<file path="config.mk">
export PLATFORM = sky130hd
export DESIGN_NAME = stable_sorted_priority_queue_unit
export DESIGN_NICKNAME = d
export VERILOG_FILES = /design/src/sspq_pkg.sv /design/src/sspq_cell.sv /design/src/stable_sorted_priority_queue_unit.sv
export SDC_FILE = /design/constraint.sdc
export NUM_CORES = 2
export LEC_CHECK = 0
export ABC_AREA = 1
export BUFFER_PORTS_ARGS = -buffer_cell sky130_fd_sc_hd__buf_2
export CAP_MARGIN = 40
export CORE_UTILIZATION = 30
export CTS_CLUSTER_DIAMETER = 80
export DETAILED_ROUTE_END_ITERATION = 16
export GPL_TIMING_DRIVEN = 0
export REMOVE_ABC_BUFFERS = 1
export SETUP_SLACK_MARGIN = 0.05
export SLEW_MARGIN = 40
export SYNTH_ARGS = -nofsm -noshare
export SYNTH_HDL_FRONTEND = slang
export SYNTH_SLANG_ARGS = --single-unit
</file>
<file path="constraint.sdc">
create_clock -name i_clk -period 8.55 [get_ports i_clk]
set_clock_uncertainty 0.2 [all_clocks]
set_input_delay 0 -clock i_clk [delete_from_list [all_inputs] [get_ports i_clk]]
set_output_delay 0 -clock i_clk [all_outputs]
set_load 0.005 [all_outputs]
</file>
<file path="src/sspq_pkg.sv">
`default_nettype none

package sspq_pkg;

    // Field widths fixed by the stream format
    localparam int PRIO_W      = 16;
    localparam int ELEM_W      = 32;
    localparam int COUNT_W     = 5;
    localparam int ERR_W       = 2;
    localparam int IN_DATA_W   = 48;
    localparam int OUT_DATA_W  = 56;

    // Defaults for the top-level parameters
    localparam int DEF_DEPTH         = 16;
    localparam int DEF_ELEMENT_WIDTH = 32;

    typedef enum logic {
        CMD_INSERT = 1'b0,
        CMD_REMOVE = 1'b1
    } t_cmd;

    typedef enum logic [ERR_W-1:0] {
        ERR_OK    = 2'd0,
        ERR_FULL  = 2'd1,
        ERR_EMPTY = 2'd2
    } t_err;

    // Broadcast to every cell: at most one of the two is set per cycle
    typedef struct packed {
        logic ins;
        logic rem;
    } t_cell_ctl;

endpackage

`default_nettype wire

</file>
<file path="src/sspq_cell.sv">
`default_nettype none

module sspq_cell
    import sspq_pkg::*;
#(
    parameter int ELEMENT_WIDTH = DEF_ELEMENT_WIDTH
) (
    input  wire                            i_clk,
    input  t_cell_ctl                      i_ctl,
    input  wire                            i_occ,
    input  wire signed [PRIO_W-1:0]        i_new_prio,
    input  wire        [ELEMENT_WIDTH-1:0] i_new_elem,
    input  wire                            i_prev_ins,
    input  wire signed [PRIO_W-1:0]        i_prev_prio,
    input  wire        [ELEMENT_WIDTH-1:0] i_prev_elem,
    input  wire signed [PRIO_W-1:0]        i_next_prio,
    input  wire        [ELEMENT_WIDTH-1:0] i_next_elem,
    output logic                           o_ins_here,
    output logic signed [PRIO_W-1:0]       o_prio,
    output logic       [ELEMENT_WIDTH-1:0] o_elem,
    output logic signed [PRIO_W-1:0]       o_nxt_prio,
    output logic       [ELEMENT_WIDTH-1:0] o_nxt_elem
);

    logic signed [PRIO_W-1:0]        r_prio;
    logic        [ELEMENT_WIDTH-1:0] r_elem;

    // New entry belongs at or before this slot: slot empty or strictly lower priority
    assign o_ins_here = !i_occ || (i_new_prio > r_prio);
    assign o_prio     = r_prio;
    assign o_elem     = r_elem;

    always_comb begin
        o_nxt_prio = r_prio;
        o_nxt_elem = r_elem;
        if (i_ctl.rem) begin
            // advance toward the head
            o_nxt_prio = i_next_prio;
            o_nxt_elem = i_next_elem;
        end else if (i_ctl.ins) begin
            if (i_prev_ins) begin
                // shift back behind the new entry
                o_nxt_prio = i_prev_prio;
                o_nxt_elem = i_prev_elem;
            end else if (o_ins_here) begin
                o_nxt_prio = i_new_prio;
                o_nxt_elem = i_new_elem;
            end
        end
    end

    always_ff @(posedge i_clk) begin
        r_prio <= o_nxt_prio;
        r_elem <= o_nxt_elem;
    end

endmodule

`default_nettype wire

</file>
<file path="src/stable_sorted_priority_queue_unit.sv">
// Channel   Dir  Handshake                        Payload
// s_axis    in   i_s_axis_tvalid/o_s_axis_tready  tuser: command; tdata: priority, element
// m_axis    out  o_m_axis_tvalid/i_m_axis_tready  tdata: head, priority, empty, count, error
//
// One beat per cycle while m_axis does not stall: every accepted command updates the whole row of cells
// in the same cycle, each cell comparing the new priority in parallel.
// The result beat sits in an output register; a new command is taken while
// that register is empty or is being drained in the same cycle.
// Reset empties the queue (count only) and clears the result valid; cell contents stay undefined.
// A stall on m_axis holds the result and back-pressures s_axis.
`default_nettype none

module stable_sorted_priority_queue_unit
    import sspq_pkg::*;
#(
    parameter int DEPTH         = DEF_DEPTH,
    parameter int ELEMENT_WIDTH = DEF_ELEMENT_WIDTH
) (
    input  wire                   i_clk,
    input  wire                   i_rst_n,
    // slave side
    input  wire                   i_s_axis_tvalid,
    output logic                  o_s_axis_tready,
    input  wire [IN_DATA_W-1:0]   i_s_axis_tdata,  // [15:0] priority_req, [47:16] element
    input  wire                   i_s_axis_tuser,  // [0] command
    // master side
    output logic                  o_m_axis_tvalid,
    input  wire                   i_m_axis_tready,
    output logic [OUT_DATA_W-1:0] o_m_axis_tdata   // [31:0] head_element,
                                                   // [47:32] head_priority,
                                                   // [48] is_empty, [53:49] count,
                                                   // [55:54] error
);

    localparam int CW = $clog2(DEPTH + 1);

    // Input beat fields
    t_cmd                      w_cmd;
    logic signed [PRIO_W-1:0]  w_new_prio;
    logic [ELEMENT_WIDTH-1:0]  w_new_elem;

    assign w_cmd      = t_cmd'(i_s_axis_tuser);
    assign w_new_prio = i_s_axis_tdata[PRIO_W-1:0];
    assign w_new_elem = ELEMENT_WIDTH'(i_s_axis_tdata[PRIO_W+ELEM_W-1:PRIO_W]);

    // Control state
    logic [CW-1:0] r_count, n_count;
    logic          r_out_valid;
    logic [OUT_DATA_W-1:0] r_out_data, n_out_data;

    logic   w_accept, w_full, w_empty;
    t_err   w_err;
    t_cell_ctl w_ctl;

    assign o_s_axis_tready = !r_out_valid || i_m_axis_tready;
    assign w_accept        = i_s_axis_tvalid && o_s_axis_tready;
    assign w_full          = (r_count == CW'(DEPTH));
    assign w_empty         = (r_count == '0);

    always_comb begin
        w_ctl   = '0;
        w_err   = ERR_OK;
        n_count = r_count;
        if (w_accept) begin
            case (w_cmd)
                CMD_INSERT: begin
                    if (w_full) begin
                        w_err = ERR_FULL;           // drop the entry
                    end else begin
                        w_ctl.ins = 1'b1;
                        n_count   = r_count + 1'b1;
                    end
                end
                CMD_REMOVE: begin
                    if (w_empty) begin
                        w_err = ERR_EMPTY;
                    end else begin
                        w_ctl.rem = 1'b1;
                        n_count   = r_count - 1'b1;
                    end
                end
                default: w_err = ERR_OK;
            endcase
        end
    end

    // Row of cells, slot 0 is the head
    logic                     w_ins  [DEPTH];
    logic signed [PRIO_W-1:0] w_prio [DEPTH];
    logic [ELEMENT_WIDTH-1:0] w_elem [DEPTH];
    logic signed [PRIO_W-1:0] w_nprio[DEPTH];
    logic [ELEMENT_WIDTH-1:0] w_nelem[DEPTH];

    genvar g;
    generate
        for (g = 0; g < DEPTH; g++) begin : g_cell
            logic                     w_prev_ins;
            logic signed [PRIO_W-1:0] w_prev_prio, w_next_prio;
            logic [ELEMENT_WIDTH-1:0] w_prev_elem, w_next_elem;

            if (g == 0) begin : g_head
                assign w_prev_ins  = 1'b0;
                assign w_prev_prio = '0;
                assign w_prev_elem = '0;
            end else begin : g_body
                assign w_prev_ins  = w_ins[g-1];
                assign w_prev_prio = w_prio[g-1];
                assign w_prev_elem = w_elem[g-1];
            end

            if (g == DEPTH - 1) begin : g_tail
                assign w_next_prio = '0;
                assign w_next_elem = '0;
            end else begin : g_mid
                assign w_next_prio = w_prio[g+1];
                assign w_next_elem = w_elem[g+1];
            end

            sspq_cell #(
                .ELEMENT_WIDTH(ELEMENT_WIDTH)
            ) u_cell (
                .i_clk       (i_clk),
                .i_ctl       (w_ctl),
                .i_occ       (CW'(g) < r_count),
                .i_new_prio  (w_new_prio),
                .i_new_elem  (w_new_elem),
                .i_prev_ins  (w_prev_ins),
                .i_prev_prio (w_prev_prio),
                .i_prev_elem (w_prev_elem),
                .i_next_prio (w_next_prio),
                .i_next_elem (w_next_elem),
                .o_ins_here  (w_ins[g]),
                .o_prio      (w_prio[g]),
                .o_elem      (w_elem[g]),
                .o_nxt_prio  (w_nprio[g]),
                .o_nxt_elem  (w_nelem[g])
            );
        end
    endgenerate

    // Result beat from the post-step head
    logic                  w_res_empty;
    logic [ELEM_W-1:0]     w_head_elem;
    logic [PRIO_W-1:0]     w_head_prio;

    assign w_res_empty = (n_count == '0);
    assign w_head_elem = w_res_empty ? '0 : ELEM_W'(w_nelem[0]);
    assign w_head_prio = w_res_empty ? '0 : w_nprio[0];

    always_comb begin
        n_out_data = {w_err, COUNT_W'(n_count), w_res_empty, w_head_prio, w_head_elem};
    end

    always_ff @(posedge i_clk) begin
        if (!i_rst_n) begin
            r_count     <= '0;
            r_out_valid <= 1'b0;
        end else begin
            r_count <= n_count;
            if (w_accept) begin
                r_out_valid <= 1'b1;
            end else if (i_m_axis_tready) begin
                r_out_valid <= 1'b0;
            end
        end
    end

    always_ff @(posedge i_clk) begin
        if (w_accept) begin
            r_out_data <= n_out_data;
        end
    end

    assign o_m_axis_tvalid = r_out_valid;
    assign o_m_axis_tdata  = r_out_data;

    // Checks
    a_count_bound: assert property (@(posedge i_clk) disable iff (!i_rst_n)
        r_count <= CW'(DEPTH))
        else $error("queue count above depth");

    a_full_flag: assert property (@(posedge i_clk) disable iff (!i_rst_n)
        (r_out_valid && r_out_data[55:54] == ERR_FULL) |-> (r_out_data[53:49] == COUNT_W'(DEPTH)))
        else $error("full error reported with queue not full");

    a_empty_flag: assert property (@(posedge i_clk) disable iff (!i_rst_n)
        r_out_valid |-> (r_out_data[48] == (r_out_data[53:49] == '0) || CW > COUNT_W))
        else $error("empty flag disagrees with count");

    a_insert_count: assert property (@(posedge i_clk) disable iff (!i_rst_n)
        (w_ctl.ins) |=> (r_count == $past(r_count) + 1'b1))
        else $error("insert did not grow the queue");

    a_remove_count: assert property (@(posedge i_clk) disable iff (!i_rst_n)
        (w_ctl.rem) |=> (r_count == $past(r_count) - 1'b1))
        else $error("remove did not shrink the queue");

endmodule

`default_nettype wire
</file>
# After elaboration in Yosys (flattened, before gate mapping)
# Cells that the tools add are included.
# word_totals
regBits	830
input_bits	53
out_inout_bits	58
# op_classes
addsub	2
magnitude_cmp	32
eq_ne	1
muxes	136
bitwise_logic	1
reduce_logical	69
# ops
op	n
32-bit 2-to-1 mux	61
16-bit 2-to-1 mux	61
16-bit > comparator	16
3-bit nonzero test	14
4-bit by 5-bit less-than comparator with 1-bit output (first input constant)	8
2-bit AND reduction	15
3-bit by 5-bit less-than comparator with 1-bit output (first input constant)	4
1-bit logical NOT	17
1-bit logical OR	17
5-bit 2-to-1 mux	3
5-bit logical NOT	2
1-bit by 5-bit less-than comparator with 1-bit output (first input constant)	2
2-bit by 5-bit less-than comparator with 1-bit output (first input constant)	2
5-bit case mux with 2 select lines	1
1-bit 2-to-1 mux	7
2-bit nonzero test	3
5-bit by 1-bit adder with 5-bit output (second input constant)	1
5-bit == test (second input constant)	1
5-bit by 1-bit subtractor with 5-bit output (second input constant)	1
2-bit 2-to-1 mux	2
2-bit case mux with 2 select lines	1
1-bit logical AND	1
1-bit NOT	1

# Longest topological paths before layout
# logic_depth
ltp_word	7
mapped_depth	21
ltp_nobuf	18

# By module
# From an unflattened synthesis, not the netlist that was laid out.
# unflattened
hier_cells	9997
area_unflattened_um2	59773.6
# by_module_without_submodules
module	instances	cells_each	area_per_inst_um2	seq_area_each_um2
sspq_cell at g_cell[1].u_cell ...	9	607	3523.4	960.9
sspq_cell at g_cell[0].u_cell ...	7	608	3608.5	960.9
stable_sorted_priority_queue_unit	1	278	2803.9	1801.7

# Worst setup path after synthesis
# OpenSTA, ideal clock, no wires.
# synth_timing
path_kind	input to register
startpoint	input port i_s_axis_tdata[0]
endpoint	register g_cell[6].u_cell.r_elem[0], enable pin
setup_time_ns	0.470
arrival_time_ns	4.593
required_time_ns	7.880
path_slack_ns	3.287
path_stages	17
n_path_buf	3
cell_sequence	inv_1 > clkbuf_1 > ha_1 > nor2_1 > nor2_1 > o21ai_0 > nand2_1 > nand3_1 > nand2_1 > nand2_1 > nand2_1 > nand3_1 > nand2_1 > buf_2 > buf_1 > inv_1 > a21oi_1
# synth_via
elab_chain_cells	4
elab_cells_between_ends	6
cone_classes	2 x order compare; 4 x reduce/logical
# synth_rtl
item	line_no	source
start, declared	stable_sorted_priority_queue_unit.sv:24	input wire [IN_DATA_W-1:0] i_s_axis_tdata,
16-bit > comparator	sspq_cell.sv:29	assign o_ins_here = !i_occ || (i_new_prio > r_prio);
1-bit logical OR	sspq_cell.sv:29	
3-bit nonzero test (no source line) (*)	--	
2-bit AND reduction (no source line) (*)	--	
end signal, assigned	sspq_cell.sv:54	r_elem <= o_nxt_elem;
end, declared	sspq_cell.sv:26	logic [ELEMENT_WIDTH-1:0] r_elem;
# Every way passes the cells marked *; elsewhere a longest branch is shown, timed or not.
# A chain may end at the register's enable or synchronous reset.

# Worst setup path after layout
# layout_timing
startpoint	register r_count[0]
endpoint	register r_out_data[29] (netlist: o_m_axis_tdata[29]) (data pin)
# layout_via
elab_chain_cells	6
elab_cells_between_ends	20
cone_classes	2 x add/sub; 1 x order compare; 1 x eq/ne; 12 x mux; 4 x reduce/logical
# layout_rtl
item	line_no	source
start, declared	stable_sorted_priority_queue_unit.sv:47	logic [CW-1:0] r_count, n_count;
start signal, assigned	stable_sorted_priority_queue_unit.sv:159	r_count <= n_count;
parallel branches: the longest is 6 deep, another holds 5-bit by 1-bit subtractor with 5-bit output	--	
end signal, assigned	stable_sorted_priority_queue_unit.sv:170	r_out_data <= n_out_data;
end, declared	stable_sorted_priority_queue_unit.sv:49	logic [OUT_DATA_W-1:0] r_out_data, n_out_data;
# Parallel ways; which one is timed is not known.

==> flow_summary_export.csv <==
group,metric,value,unit
grt,grt_pass1_vias,44400,
die,core-area,170000,um^2
die,rows,151,
setup_path,cp_top_family,"buffers and inverters",
grt,antenna_found_initial,8,
timing,slew_headroom,0.410,
route,vias,46200,
yosys,syn-cell-area,51300,um^2
setup_path,worst-setup-path-type,"flip-flop to flip-flop",
die,die_area,173000,um^2
cells_and_area,antenna_cells,0,
grt,grtUsageTotal,0.195,
route,avgViaCountPerCell,5.12,
run_status,outcome,"finished, final reports clean",
clock_tree,cts_buffer_depth,3,
timing,fmax,142,MHz
timing,rsz0062_at_grt,"false",
timing,finalHoldViolCount,0,
pwr,ir_worst_vdd,0.148,mV
clock_tree,clk_latency,0.71,ns
setup_path,crit_cells,24,
yosys,yosysWarnings,0,
timing,holdWs,0.0420,ns
pwr,leakagePower,28.5,nW
setup_path,crit_chain,"clkinv_1 -> ha_1 -> nand2_1 -> nor2_2 -> nand2_1 -> nand2_1 -> nor2_4 -> dlygate4sd3_1 -> buf_8 -> buf_8 -> buf_16 -> buf_8 -> buf_8 -> inv_8 -> buf_16 -> buf_16 -> buf_16 -> o21ai_0 -> a21oi_2 -> nand3_2 -> nor3_4 -> buf_4 -> buf_6 -> a21oi_1",
timing,worst_pin_slew,0.886,ns
yosys,ys_types,38,
route,avgRoutedWirePerCell,19.2,um
setup_path,endpoint_kind,"flip-flop",
timing,finalMaxSlewViolations,0,
timing,finalCriticalPeriod,7.06,ns
die,initial_core_util,0.303,
die,fp.dieH,416,um
die,io_pins,111,
yosys,yosys.area.top_type_share,0.426,
timing,finalSetupViolCount,0,
yosys,synth.area.top_cells,"edfxtp_1 43%, nand2_1 15%, nand3_1 14%, inv_1 6.4%, ha_1 6.3%",
cells_and_area,fillCellCount,17400,
yosys,syn_avg_cell_area,7.60,um^2
pwr,p_total,15.8,mW
yosys,synth-seq-cells,830,
clock_tree,clock-sinks,830,
clock_tree,clk_root_buffer_cell,"clkbuf_16",
setup_path,reg2regPathDepth,24,
yosys,synth_area_leader_cell,"edfxtp_1",
grt,grt_pass1_wl,267000,um
hold_path,holdCritPathClass,"input pin to flip-flop",
setup_path,path_buf_inv,13,
placed_design,place.gp.congestion,0.869,
clock_tree,htree_levels,3,
die,die_x,416,um
setup_path,cp.arrival,7.25,ns
route,drcViolationCount,0,
route,drtIter0Drc,4604,
cells_and_area,design_area,60100,um^2
hold_path,holdPathStages,4,
yosys,synth_cells,6758,
route,ant_nets,0,
route,drtPass1Iterations,8,
yosys,synth_flop_cell,"edfxtp_1",
cells_and_area,area_growth,17.2,%
timing,fin_crit_sh,0.826,
setup_path,critPathMaxStageDelay,0.75,ns
setup_path,critPathLaunchType,"flip-flop",
clock_tree,cts_buffers,93,
placed_design,placed_area,56500,um^2
grt,grt_max_degree,109,
placed_design,portBuffers,110,
yosys,synth-seq-area-share,0.466,
cells_and_area,post_route_cells_drive_above_1_share,0.0736,
setup_path,slowest_stage,"dlygate4sd3_1",
grt,grt.overflow.total,0,
timing,setup_tns,0,ns
route,wirelength,173000,um
yosys,synthArstFlopShare,0,
clock_tree,cts_resized,0,
cells_and_area,num-nets-final,7037,
job,cap_violations,0,
setup_path,critPathMaxFanout,104,
placed_design,dp_hpwl,122000,um
clock_tree,clk_pin_slew,0.06,ns
yosys,synth_edf_count,728,
setup_path,cp.required,8.74,ns
pwr,powerDensity,263,nW/um^2
cells_and_area,final_core_util,0.355,
clock_tree,cts_tree,"done",
==> worst min-delay path, delay by kind of cell <==
kind	cells	cell delay, ns
AO/OA/AOI/OAI	2	0.16
buffers and inverters	2	0.67
==> per-layer routing <==
layer,track usage,vias up,share of wire
li1,-,22100,-
met1,0.253,22000,0.42
met2,0.326,1787,0.47
met3,0.0287,314,0.074
met4,0.0769,16,0.035
met5,0,-,0.00055
==> registers in the layout, indices dropped and copies added, names as in the netlist <==
name                  count
r_count                   5
g_cell.u_cell.o_elem    512
o_m_axis_tvalid           1
o_m_axis_tdata           56
g_cell.u_cell.o_prio    256
==> cell usage after synthesis, types with 2 or more instances <==
cell type / number
o21a_1: 2
a211oi_1: 5
nor2_4: 3
nor3b_1: 2
o21ai_0: 324
nand4_1: 16
a31oi_1: 6
buf_2: 87
inv_1: 871
ha_1: 259
nand3b_1: 4
inv_2: 9
o21ai_1: 3
xor2_1: 5
nand3_1: 1462
a41oi_1: 2
clkbuf_1: 334
a21o_1: 10
a21oi_1: 204
dfxtp_1: 102
o21bai_1: 4
o211ai_1: 4
buf_6: 2
nand2_1: 2050
nor2_1: 201
edfxtp_1: 728
nor3_1: 8
buf_1: 41
==> cells by family after synthesis <==
| group | Yosys count | share of synthesized area |
|---|---|---|
| and+or+nand+nor | 3749 | 0.312 |
| buffers and inverters | 1346 | 0.101 |
| DFF | 830 | 0.466 |
| AOI/OAI and AO/OA | 567 | 0.0569 |
| adders and majority gates | 259 | 0.0631 |
| xor gates and xnor gates | 7 | 0.00134 |
==> where the power goes <==
group / total, mW / internal, mW / switching, mW
sequential: 6.05 / 5.71 / 0.343
clock: 4.17 / 2.36 / 1.81
combinational: 5.62 / 1.81 / 3.81
total: 15.8 / 9.87 / 5.97
==> worst paths after layout <==
kind	from	end	slack [ns]
setup / recovery	r_count[0]$_SDFF_PN0_	o_m_axis_tdata[29]$_SDFFCE_PP0P_	1.49
hold / removal	i_s_axis_tdata[18]	g_cell[1].u_cell.o_elem[2]$_DFFE_PP_	0.04
setup reg to reg	r_count[0]$_SDFF_PN0_	o_m_axis_tdata[29]$_SDFFCE_PP0P_	1.49
hold reg to reg	g_cell[1].u_cell.o_elem[17]$_DFFE_PP_	g_cell[0].u_cell.o_elem[17]$_DFF_P_	0.30
==> placed cells by master (no fill, tap or decap), types with 7 or more instances in the layout <==
master / n
nor2_1: 200
ha_1: 259
nand2_4: 24
clkinv_2: 20
buf_16: 36
bufinv_16: 7
buf_12: 35
dlygate4sd3_1: 58
nand3_1: 1453
a21o_1: 10
nor3_1: 8
buf_6: 12
clkbuf_8: 12
dfxtp_1: 102
buf_2: 110
clkbuf_16: 94
inv_1: 867
a21oi_4: 13
o21ai_0: 321
nand3_4: 9
edfxtp_1: 728
a21oi_1: 191
buf_8: 85
inv_2: 7
clkbuf_1: 23
nand2_1: 2026
clkinv_1: 7
nand4_1: 16
==> final cells by class <==
type,count,area [um^2],area share
sequential,830,23900,0.397
inverter,881,3330,0.0554
tap,2218,2780,0.0461
clock inverter,46,488,0.00811
timing repair buffer,337,4240,0.0705
multi-input combinational,4582,22800,0.379
clock buffer,129,2600,0.0433
==> timing repair <==
action / in CTS / in global routing
setup buffers: 0 / 0
hold buffers: 58 / 0
endpoints found under the hold margin: 607 / 0
==> stage by stage <==
stage               setup WS, ns  std cells
finish                      1.49       9023
global route                1.29       9023
CTS                         1.68       9023
detailed placement          2.40       8790
global placement          -44.82       8621
floorplan                 -14.46       6293
No activity file was read; power rests on OpenSTA's default activity.
